File: src/sv/kmte_pkg.sv
`default_nettype none

package kmte_pkg;

   localparam int unsigned NumTapBits   = 7;
   localparam int unsigned NumFixedSets = 12;
   localparam int unsigned QueueDepth   = 2;

   localparam logic [4:0] FIXED_LIMIT = 5'd12;
   localparam logic [4:0] TAP_LIMIT   = 5'd18;

   localparam logic [7:0] TAP_SETS [NumTapBits] = '{
      8'h01, 8'h02, 8'h04, 8'h08, 8'h0F, 8'h07, 8'h0D
   };

   localparam logic [7:0] FIXED_SETS [NumFixedSets] = '{
      8'h00, 8'h02, 8'h10, 8'h01, 8'h20, 8'h04, 8'h40, 8'h08, 8'h80, 8'h0F, 8'h07, 8'h0D
   };

   typedef enum logic [2:0] {
      TGT_KEY    = 3'd0,
      TGT_MOD    = 3'd1,
      TGT_MOUSE  = 3'd2,
      TGT_LAYER  = 3'd3,
      TGT_CUSTOM = 3'd4,
      TGT_GAME   = 3'd5
   } target_type;

   typedef struct packed {
      logic [NumTapBits-1:0] tap_mask;
      logic                  base0;
      logic                  base0_press;
      logic [7:0]            mod_set;
      logic                  mod_press;
      logic                  base1;
      logic                  base1_press;
      target_type            target;
      logic [7:0]            code;
   } cmd_type;

   typedef struct packed {
      logic [NumTapBits-1:0] armed_mods;
      logic [NumTapBits-1:0] used_mods;
   } mt_state_type;

   function automatic logic [2:0] low_idx8(input logic [7:0] x);
      logic [2:0] idx;
      idx = '0;
      for (int i = 7; i >= 0; i--) begin
         if (x[i]) idx = 3'(i);
      end
      return idx;
   endfunction

   function automatic logic [2:0] low_idx7(input logic [NumTapBits-1:0] x);
      logic [2:0] idx;
      idx = '0;
      for (int i = NumTapBits - 1; i >= 0; i--) begin
         if (x[i]) idx = 3'(i);
      end
      return idx;
   endfunction

endpackage

`default_nettype wire

File: src/sv/kmte_front.sv
`default_nettype none

module kmte_front (
   input  wire logic                   clock,
   input  wire logic                   reset,
   input  wire logic                   req_valid,
   output logic                        req_ready,
   input  wire logic                   req_action,
   input  wire logic [4:0]             req_mod_code,
   input  wire logic [2:0]             req_key_class,
   input  wire logic [7:0]             req_key_code,
   input  wire logic                   full,
   output logic                        push,
   output kmte_pkg::cmd_type           push_cmd,
   output kmte_pkg::mt_state_type      mt_state
);
   import kmte_pkg::*;

   logic [NumTapBits-1:0] armed_ff, armed_in;
   logic [NumTapBits-1:0] used_ff, used_in;
   logic                  accept;
   logic                  is_fixed;
   logic                  is_mt;
   logic                  cls_ok;
   logic [2:0]            mt_idx;
   logic [3:0]            fixed_idx;
   logic                  has_events;
   cmd_type               cmd;

   assign req_ready = !full;
   assign accept    = req_valid && req_ready;
   assign is_fixed  = req_mod_code < FIXED_LIMIT;
   assign is_mt     = !is_fixed && (req_mod_code <= TAP_LIMIT);
   assign mt_idx    = is_mt ? 3'(req_mod_code - FIXED_LIMIT) : '0;
   assign fixed_idx = is_fixed ? req_mod_code[3:0] : '0;

   always_comb begin
      armed_in   = armed_ff;
      used_in    = used_ff;
      cmd        = '0;
      cls_ok     = 1'b1;
      cmd.code   = req_key_code;
      unique case (req_key_class)
         3'd0:    cmd.target = TGT_KEY;
         3'd1:    cmd.target = TGT_MOUSE;
         3'd2:    cmd.target = TGT_LAYER;
         3'd3:    cmd.target = TGT_CUSTOM;
         3'd4:    cmd.target = TGT_GAME;
         default: begin
            cmd.target = TGT_KEY;
            cls_ok     = 1'b0;
         end
      endcase
      if (req_action) begin
         cmd.tap_mask = armed_ff;
         used_in      = used_ff | armed_ff;
         if (is_fixed) begin
            cmd.mod_set     = FIXED_SETS[fixed_idx];
            cmd.mod_press   = 1'b1;
            cmd.base1       = cls_ok;
            cmd.base1_press = 1'b1;
         end else if (is_mt) begin
            armed_in[mt_idx] = 1'b1;
         end
      end else begin
         if (is_fixed) begin
            cmd.base0   = cls_ok;
            cmd.mod_set = FIXED_SETS[fixed_idx];
         end else if (is_mt) begin
            if (used_ff[mt_idx]) begin
               armed_in[mt_idx] = 1'b0;
               used_in[mt_idx]  = 1'b0;
               cmd.mod_set      = TAP_SETS[mt_idx];
            end else if (armed_ff[mt_idx]) begin
               armed_in[mt_idx] = 1'b0;
               cmd.base0        = cls_ok;
               cmd.base0_press  = 1'b1;
               cmd.base1        = cls_ok;
            end
         end
      end
   end

   assign has_events = (|cmd.tap_mask) || cmd.base0 || (|cmd.mod_set) || cmd.base1;
   assign push       = accept && has_events;
   assign push_cmd   = cmd;

   always_ff @(posedge clock) begin
      if (reset) begin
         armed_ff <= '0;
         used_ff  <= '0;
      end else if (accept) begin
         armed_ff <= armed_in;
         used_ff  <= used_in;
      end
   end

   assign mt_state.armed_mods = armed_ff;
   assign mt_state.used_mods  = used_ff;

endmodule

`default_nettype wire

File: src/sv/kmte_queue.sv
`default_nettype none

module kmte_queue #(
   parameter int unsigned DEPTH = kmte_pkg::QueueDepth
) (
   input  wire logic              clock,
   input  wire logic              reset,
   input  wire logic              push,
   input  wire kmte_pkg::cmd_type push_cmd,
   output logic                   full,
   input  wire logic              pop,
   output kmte_pkg::cmd_type      pop_cmd,
   output logic                   not_empty
);
   import kmte_pkg::*;

   localparam int unsigned PtrW = (DEPTH > 1) ? $clog2(DEPTH) : 1;
   localparam int unsigned CntW = $clog2(DEPTH + 1);

   cmd_type           mem [DEPTH];
   logic [PtrW-1:0]   wr_ptr_ff, wr_ptr_in;
   logic [PtrW-1:0]   rd_ptr_ff, rd_ptr_in;
   logic [CntW-1:0]   count_ff, count_in;

   assign full      = count_ff == CntW'(DEPTH);
   assign not_empty = count_ff != '0;
   assign pop_cmd   = mem[rd_ptr_ff];

   always_comb begin
      wr_ptr_in = wr_ptr_ff;
      rd_ptr_in = rd_ptr_ff;
      count_in  = count_ff;
      if (push) begin
         wr_ptr_in = (wr_ptr_ff == PtrW'(DEPTH - 1)) ? '0 : wr_ptr_ff + 1'b1;
      end
      if (pop) begin
         rd_ptr_in = (rd_ptr_ff == PtrW'(DEPTH - 1)) ? '0 : rd_ptr_ff + 1'b1;
      end
      if (push && !pop) begin
         count_in = count_ff + 1'b1;
      end else if (pop && !push) begin
         count_in = count_ff - 1'b1;
      end
   end

   always_ff @(posedge clock) begin
      if (reset) begin
         wr_ptr_ff <= '0;
         rd_ptr_ff <= '0;
         count_ff  <= '0;
      end else begin
         wr_ptr_ff <= wr_ptr_in;
         rd_ptr_ff <= rd_ptr_in;
         count_ff  <= count_in;
      end
   end

   always_ff @(posedge clock) begin
      if (push) begin
         mem[wr_ptr_ff] <= push_cmd;
      end
   end

endmodule

`default_nettype wire

File: src/sv/kmte_back.sv
`default_nettype none

module kmte_back (
   input  wire logic              clock,
   input  wire logic              reset,
   input  wire logic              cmd_valid,
   input  wire kmte_pkg::cmd_type cmd,
   output logic                   pop,
   output logic                   busy,
   output logic                   rsp_valid,
   input  wire logic              rsp_ready,
   output logic                   rsp_is_press,
   output logic [2:0]             rsp_target,
   output logic [7:0]             rsp_code,
   output logic                   rsp_last
);
   import kmte_pkg::*;

   logic [NumTapBits-1:0] tap_ff, tap_in;
   logic [7:0]            cur_ff, cur_in;
   logic                  base0_ff, base0_in;
   logic                  base0_press_ff;
   logic [7:0]            set_ff, set_in;
   logic                  set_press_ff;
   logic                  base1_ff, base1_in;
   logic                  base1_press_ff;
   target_type            target_ff;
   logic [7:0]            code_ff;

   logic                  rsp_valid_ff;
   logic                  rsp_is_press_ff;
   logic [2:0]            rsp_target_ff;
   logic [7:0]            rsp_code_ff;
   logic                  rsp_last_ff;

   logic                  advance;
   logic                  step;
   logic                  ev_press;
   logic [2:0]            ev_target;
   logic [7:0]            ev_code;
   logic                  ev_last;
   logic [2:0]            tap_idx;
   logic [2:0]            mod_idx;
   logic [7:0]            tap_set;

   assign busy    = (|tap_ff) || (|cur_ff) || base0_ff || (|set_ff) || base1_ff;
   assign advance = !rsp_valid_ff || rsp_ready;
   assign step    = busy && advance;
   assign pop     = !busy && cmd_valid;

   always_comb begin
      tap_in    = tap_ff;
      cur_in    = cur_ff;
      base0_in  = base0_ff;
      set_in    = set_ff;
      base1_in  = base1_ff;
      ev_press  = 1'b1;
      ev_target = TGT_MOD;
      ev_code   = '0;
      tap_idx   = low_idx7(tap_ff);
      tap_set   = TAP_SETS[tap_idx];
      mod_idx   = '0;
      if (|cur_ff) begin
         mod_idx         = low_idx8(cur_ff);
         cur_in[mod_idx] = 1'b0;
         ev_code         = {5'd0, mod_idx};
      end else if (|tap_ff) begin
         mod_idx         = low_idx8(tap_set);
         cur_in          = tap_set;
         cur_in[mod_idx] = 1'b0;
         tap_in[tap_idx] = 1'b0;
         ev_code         = {5'd0, mod_idx};
      end else if (base0_ff) begin
         base0_in  = 1'b0;
         ev_press  = base0_press_ff;
         ev_target = target_ff;
         ev_code   = code_ff;
      end else if (|set_ff) begin
         mod_idx         = low_idx8(set_ff);
         set_in[mod_idx] = 1'b0;
         ev_press        = set_press_ff;
         ev_code         = {5'd0, mod_idx};
      end else begin
         base1_in  = 1'b0;
         ev_press  = base1_press_ff;
         ev_target = target_ff;
         ev_code   = code_ff;
      end
      ev_last = !((|tap_in) || (|cur_in) || base0_in || (|set_in) || base1_in);
   end

   always_ff @(posedge clock) begin
      if (reset) begin
         tap_ff   <= '0;
         cur_ff   <= '0;
         base0_ff <= 1'b0;
         set_ff   <= '0;
         base1_ff <= 1'b0;
      end else if (pop) begin
         tap_ff   <= cmd.tap_mask;
         cur_ff   <= '0;
         base0_ff <= cmd.base0;
         set_ff   <= cmd.mod_set;
         base1_ff <= cmd.base1;
      end else if (step) begin
         tap_ff   <= tap_in;
         cur_ff   <= cur_in;
         base0_ff <= base0_in;
         set_ff   <= set_in;
         base1_ff <= base1_in;
      end
   end

   always_ff @(posedge clock) begin
      if (pop) begin
         base0_press_ff <= cmd.base0_press;
         set_press_ff   <= cmd.mod_press;
         base1_press_ff <= cmd.base1_press;
         target_ff      <= cmd.target;
         code_ff        <= cmd.code;
      end
   end

   always_ff @(posedge clock) begin
      if (reset) begin
         rsp_valid_ff <= 1'b0;
      end else if (advance) begin
         rsp_valid_ff <= busy;
      end
   end

   always_ff @(posedge clock) begin
      if (step) begin
         rsp_is_press_ff <= ev_press;
         rsp_target_ff   <= ev_target;
         rsp_code_ff     <= ev_code;
         rsp_last_ff     <= ev_last;
      end
   end

   assign rsp_valid    = rsp_valid_ff;
   assign rsp_is_press = rsp_is_press_ff;
   assign rsp_target   = rsp_target_ff;
   assign rsp_code     = rsp_code_ff;
   assign rsp_last     = rsp_last_ff;

endmodule

`default_nettype wire

File: src/sv/keymap_mod_tap_event_engine_core.sv
`default_nettype none

// Key event engine with mod-tap handling. One key transaction is taken per cycle while the
// command queue (QUEUE_DEPTH entries) has room; the front end classifies it, updates the
// armed and used mod-tap bits at once and queues a command, and a key transaction that
// causes no event leaves no command. The back end sequencer loads a command only once the
// previous one is done and emits one HID event per cycle, while rsp_ready does not stall it,
// through a registered result port; an input causes 1 to 19 events, and rsp_last marks the
// final event of each input.
module keymap_mod_tap_event_engine_core #(
   parameter int unsigned QUEUE_DEPTH = kmte_pkg::QueueDepth
) (
   input  wire logic        clock,
   input  wire logic        reset,
   input  wire logic        req_valid,
   output logic             req_ready,
   input  wire logic        req_action,
   input  wire logic [4:0]  req_mod_code,
   input  wire logic [2:0]  req_key_class,
   input  wire logic [7:0]  req_key_code,
   output logic             rsp_valid,
   input  wire logic        rsp_ready,
   output logic             rsp_is_press,
   output logic [2:0]       rsp_target,
   output logic [7:0]       rsp_code,
   output logic             rsp_last
);
   import kmte_pkg::*;

   logic         push;
   cmd_type      push_cmd;
   logic         fifo_full;
   logic         pop;
   cmd_type      pop_cmd;
   logic         fifo_not_empty;
   logic         back_busy;
   mt_state_type mt_state;

   kmte_front u_front (
      .clock         (clock),
      .reset         (reset),
      .req_valid     (req_valid),
      .req_ready     (req_ready),
      .req_action    (req_action),
      .req_mod_code  (req_mod_code),
      .req_key_class (req_key_class),
      .req_key_code  (req_key_code),
      .full          (fifo_full),
      .push          (push),
      .push_cmd      (push_cmd),
      .mt_state      (mt_state)
   );

   kmte_queue #(
      .DEPTH (QUEUE_DEPTH)
   ) u_queue (
      .clock     (clock),
      .reset     (reset),
      .push      (push),
      .push_cmd  (push_cmd),
      .full      (fifo_full),
      .pop       (pop),
      .pop_cmd   (pop_cmd),
      .not_empty (fifo_not_empty)
   );

   kmte_back u_back (
      .clock        (clock),
      .reset        (reset),
      .cmd_valid    (fifo_not_empty),
      .cmd          (pop_cmd),
      .pop          (pop),
      .busy         (back_busy),
      .rsp_valid    (rsp_valid),
      .rsp_ready    (rsp_ready),
      .rsp_is_press (rsp_is_press),
      .rsp_target   (rsp_target),
      .rsp_code     (rsp_code),
      .rsp_last     (rsp_last)
   );

   a_used_implies_armed: assert property (@(posedge clock) disable iff (reset)
      (mt_state.used_mods & ~mt_state.armed_mods) == '0)
      else $error("used mod-tap bit without armed bit");

   a_idle_holds_last: assert property (@(posedge clock) disable iff (reset)
      (!back_busy && rsp_valid) |-> rsp_last)
      else $error("sequencer idle while a non-final event is pending");

   a_load_starts_work: assert property (@(posedge clock) disable iff (reset)
      (fifo_not_empty && !back_busy) |=> back_busy)
      else $error("loaded command carries no events");

endmodule

`default_nettype wire

File: config.mk
export PLATFORM = sky130hd
export DESIGN_NAME = keymap_mod_tap_event_engine_core
export DESIGN_NICKNAME = d
export VERILOG_FILES = /design/src/sv/kmte_pkg.sv /design/src/sv/kmte_front.sv /design/src/sv/kmte_queue.sv /design/src/sv/kmte_back.sv /design/src/sv/keymap_mod_tap_event_engine_core.sv
export SDC_FILE = /design/constraint.sdc
export NUM_CORES = 1
export LEC_CHECK = 0
export ABC_AREA = 1
export BUFFER_PORTS_ARGS = -buffer_cell sky130_fd_sc_hd__buf_2
export CAP_MARGIN = 10
export CELL_PAD_IN_SITES_DETAIL_PLACEMENT = 0
export CELL_PAD_IN_SITES_GLOBAL_PLACEMENT = 1
export CORE_UTILIZATION = 40
export CTS_BUF_LIST = sky130_fd_sc_hd__clkbuf_8
export CTS_CLUSTER_DIAMETER = 40
export DETAILED_ROUTE_END_ITERATION = 10
export GPL_ROUTABILITY_DRIVEN = 1
export PLACE_DENSITY = 0.69
export SYNTH_ARGS = -nofsm -noshare
export SYNTH_HDL_FRONTEND = slang
export SYNTH_SLANG_ARGS = --single-unit
File: constraint.sdc
create_clock -name clock -period 5.32 [get_ports clock]
set_clock_uncertainty 0.15 [all_clocks]
set_input_delay 1.064 -clock clock [delete_from_list [all_inputs] [get_ports clock]]
set_output_delay 1.064 -clock clock [all_outputs]
set_load 0.03 [all_outputs]
==> results.tsv <==
metric	value	unit
synth_seq_cells	131	
max_freq	262	MHz
final_hold_viol_count	0	
drive_gt1_share	14.7	%
grt_max_degree	31	
die_x	128	um
syn_avg_cell_area	8.60	um^2
antenna_found_initial	0	
p_clk_share	17.1	%
max_slew_margin	43.6	%
antennaDiodeCount	0	
critPathMaxFanout	6	
power_frac_seq	34.4	%
cts.sinks	131	
clkTransAtPathRegs	0.08	ns
async_flop_share	0	%
netlist_instances	733	
drc	0	
buffer_ports.inserted	35	
synth_edf_count	86	
ys.flop_type	edfxtp_1	
die_height	128	um
status	completed	
rr_startpoint	u_back.cur_ff[1]	
gp_congestion	0.871	
hp-start	u_queue.rd_ptr_ff	
p_switching	2.20	mW
peakVddDrop	391	uV
wl_per_cell	14.4	um
grt_pass1_vias	4696	
hpwl	10.4	mm
start_util	41.2	%
core-area	15300	um^2
viasPerCell	4.93	
cts_hold_buf	0	
crit_arrival	3.98	ns
period_needed	3.81	ns
worstPathRequired	5.49	ns
first_iter_violations	247	
cts.path.max_buffers	2	
p_leak	3.06	nW
worst_r2r_path_depth	15	
first_pass_iters	5	
root_buffer	clkbuf_8	
fin_tns_setup	0	ns
maxCapViolCount	0	
reg2reg_slack	2.14	ns
placedCellCount	967	
grt_pass1_wl	23.5	mm
slew_violations	0	
row_count	45	
io_pins	36	
post-cts-setup-buffers	0	
overflow	0	
final_util	46.3	%
final_nets	801	
synth_area_leaders	edfxtp_1, dfxtp_1, nand2_1	
cts_buffers	17	
synth_top_cells_by_count	nand2_1, inv_1, nor2_1, edfxtp_1, dfxtp_1	
clock_latency	0.44	ns
sw_frac_of_total	48.0	%
criticalPathCategory	in -> reg	
yosysMostFrequentCell	nand2_1	
period_share	71.6	%
power	4.58	mW
num_vias	4922	
cts_resized	0	
synth.distinct_cells	43	
p_comb_share	48.5	%
cts_tree	yes	
instances_no_fill	999	
worst_slew_pin_slew	0.843	ns
p_per_area	646	nW/um^2
start_kind	input pin	
ant_nets	0	
syn_to_final_growth	12.4	%
whs_endpoint	u_queue.rd_ptr_ff	
cp-end-kind	register	
synth_top_area_share	41.0	%
seq_area_frac_synth	55.2	%
netlist_area	6310	um^2
setup_viol_count_final	0	
drt-total-wl	14.4	mm
synth_fp_nets	759	
h-tree-depth	4	
worst_r2r_endpoint	u_back.set_ff[7]	
synth_top_area_cell	edfxtp_1	
whs_path_depth	1	
grt_setup_unrepaired	no	
track_usage	18.9	%
min_path_type	reg -> reg	
p_int	2.38	mW
dieArea	16300	um^2
yosysWarnings	0	
## placed cells by master, fill, tap and decap left out, types with 5 or more instances in the layout
master    instances
nand4_1           6
edfxtp_1         86
or2_2            13
o31ai_1           7
buf_2            35
nand2_1         153
clkbuf_8         17
ha_1              5
o21ai_0          38
o211ai_1         12
nor2_1           91
nor3_1           12
buf_4             5
dfxtp_1          45
nor2_2            5
nand3_1          24
nand2_2           8
o221ai_1          6
a21oi_1          39
inv_1           123
a31oi_1           7
## how the worst max path moves through the flow
stage,start,depth (start not counted),to
global placement,req_mod_code[3],21,u_queue.count_ff[1]
floorplan,req_mod_code[2],15,u_queue.mem[0][0]
finish,req_mod_code[3],21,u_queue.count_ff[1]
detailed placement,req_mod_code[3],21,u_queue.count_ff[1]
global route,req_mod_code[3],21,u_queue.count_ff[1]
CTS,req_mod_code[3],21,u_queue.count_ff[1]
## cells by family (layout without fill, tap and decap cells)
kind of cell | count (synthesis) | in the layout | share of synthesized area [%]
DFF | 131 | 131 | 55.2
adders and majority gates | 5 | 5 | 0.992
and+or+nand+nor | 327 | 327 | 23.0
AOI/OAI and AO/OA | 127 | 127 | 12.1
buffers and inverters | 143 | 198 | 8.67
## registers in the layout (all words and copies together), names as in the netlist, named ones only
register / cells
u_front.used_ff: 7
u_queue.rd_ptr_ff: 1
u_back.code_ff: 8
u_back.tap_ff: 7
u_back.set_ff: 8
u_back.rsp_last: 1
u_queue.mem: 60
u_queue.count_ff: 2
u_back.rsp_valid: 1
u_back.base0_ff: 1
u_queue.wr_ptr_ff: 1
u_back.rsp_target: 3
u_back.rsp_code: 8
u_back.set_press_ff: 1
u_back.base0_press_ff: 1
u_back.rsp_is_press: 1
u_back.cur_ff: 8
u_back.target_ff: 3
u_back.base1_ff: 1
## worst max-delay path: stages
cell     delay [ns]
buf_2          0.14
nand2_1        0.08
inv_1          0.04
nor2_1         0.18
inv_1          0.14
nor2_1         0.23
inv_1          0.11
ha_1           0.22
inv_1          0.10
nor2_1         0.11
nor3_1         0.28
nand2_1        0.11
nor2_2         0.13
nand3_1        0.08
nor2_1         0.12
nor2_2         0.07
ha_1           0.31
a21oi_1        0.12
o21ai_0        0.11
o21ai_0        0.15
a21oi_1        0.05
## cell type report
| cell class | count | area (um^2) |
|---|---|---|
| clock buffer | 17 | 234 |
| timing repair buffer | 40 | 213 |
| sequential | 131 | 3480 |
| tap | 211 | 264 |
| clock inverter | 15 | 141 |
| multi-input combinational | 459 | 2280 |
| fill | 1539 | 8230 |
| inverter | 126 | 473 |
## stage by stage
step	setup slack (ns)	hold slack [ns]	cell area, um^2
2_1_floorplan	0.974	0.275	6310
3_3_place_gp	1.17	0.287	6710
3_5_place_dp	1.06	0.298	6710
4_1_cts	1.53	0.309	7090
5_1_grt	1.24	0.354	7090
6_report	1.51	0.309	7090
## power by group through the flow
stage | Combinational [mW] | Clock [mW] | Sequential (mW)
floorplan | 1.51 | 0 | 1.68
global placement | 2.19 | 0 | 1.59
detailed placement | 2.21 | 0 | 1.60
CTS | 2.23 | 0.805 | 1.58
global route | 2.49 | 0.857 | 1.60
finish | 2.22 | 0.785 | 1.58
## per-layer routing
metal	vias up	global-route usage (%)	share of wire, %
met5	-	0	0
met4	0	6.37	1.8
met3	16	4.48	4.1
met2	100	31.3	47
met1	2314	24.4	47
li1	2492	-	-
Note: power is estimated with default switching activity, not from simulation.
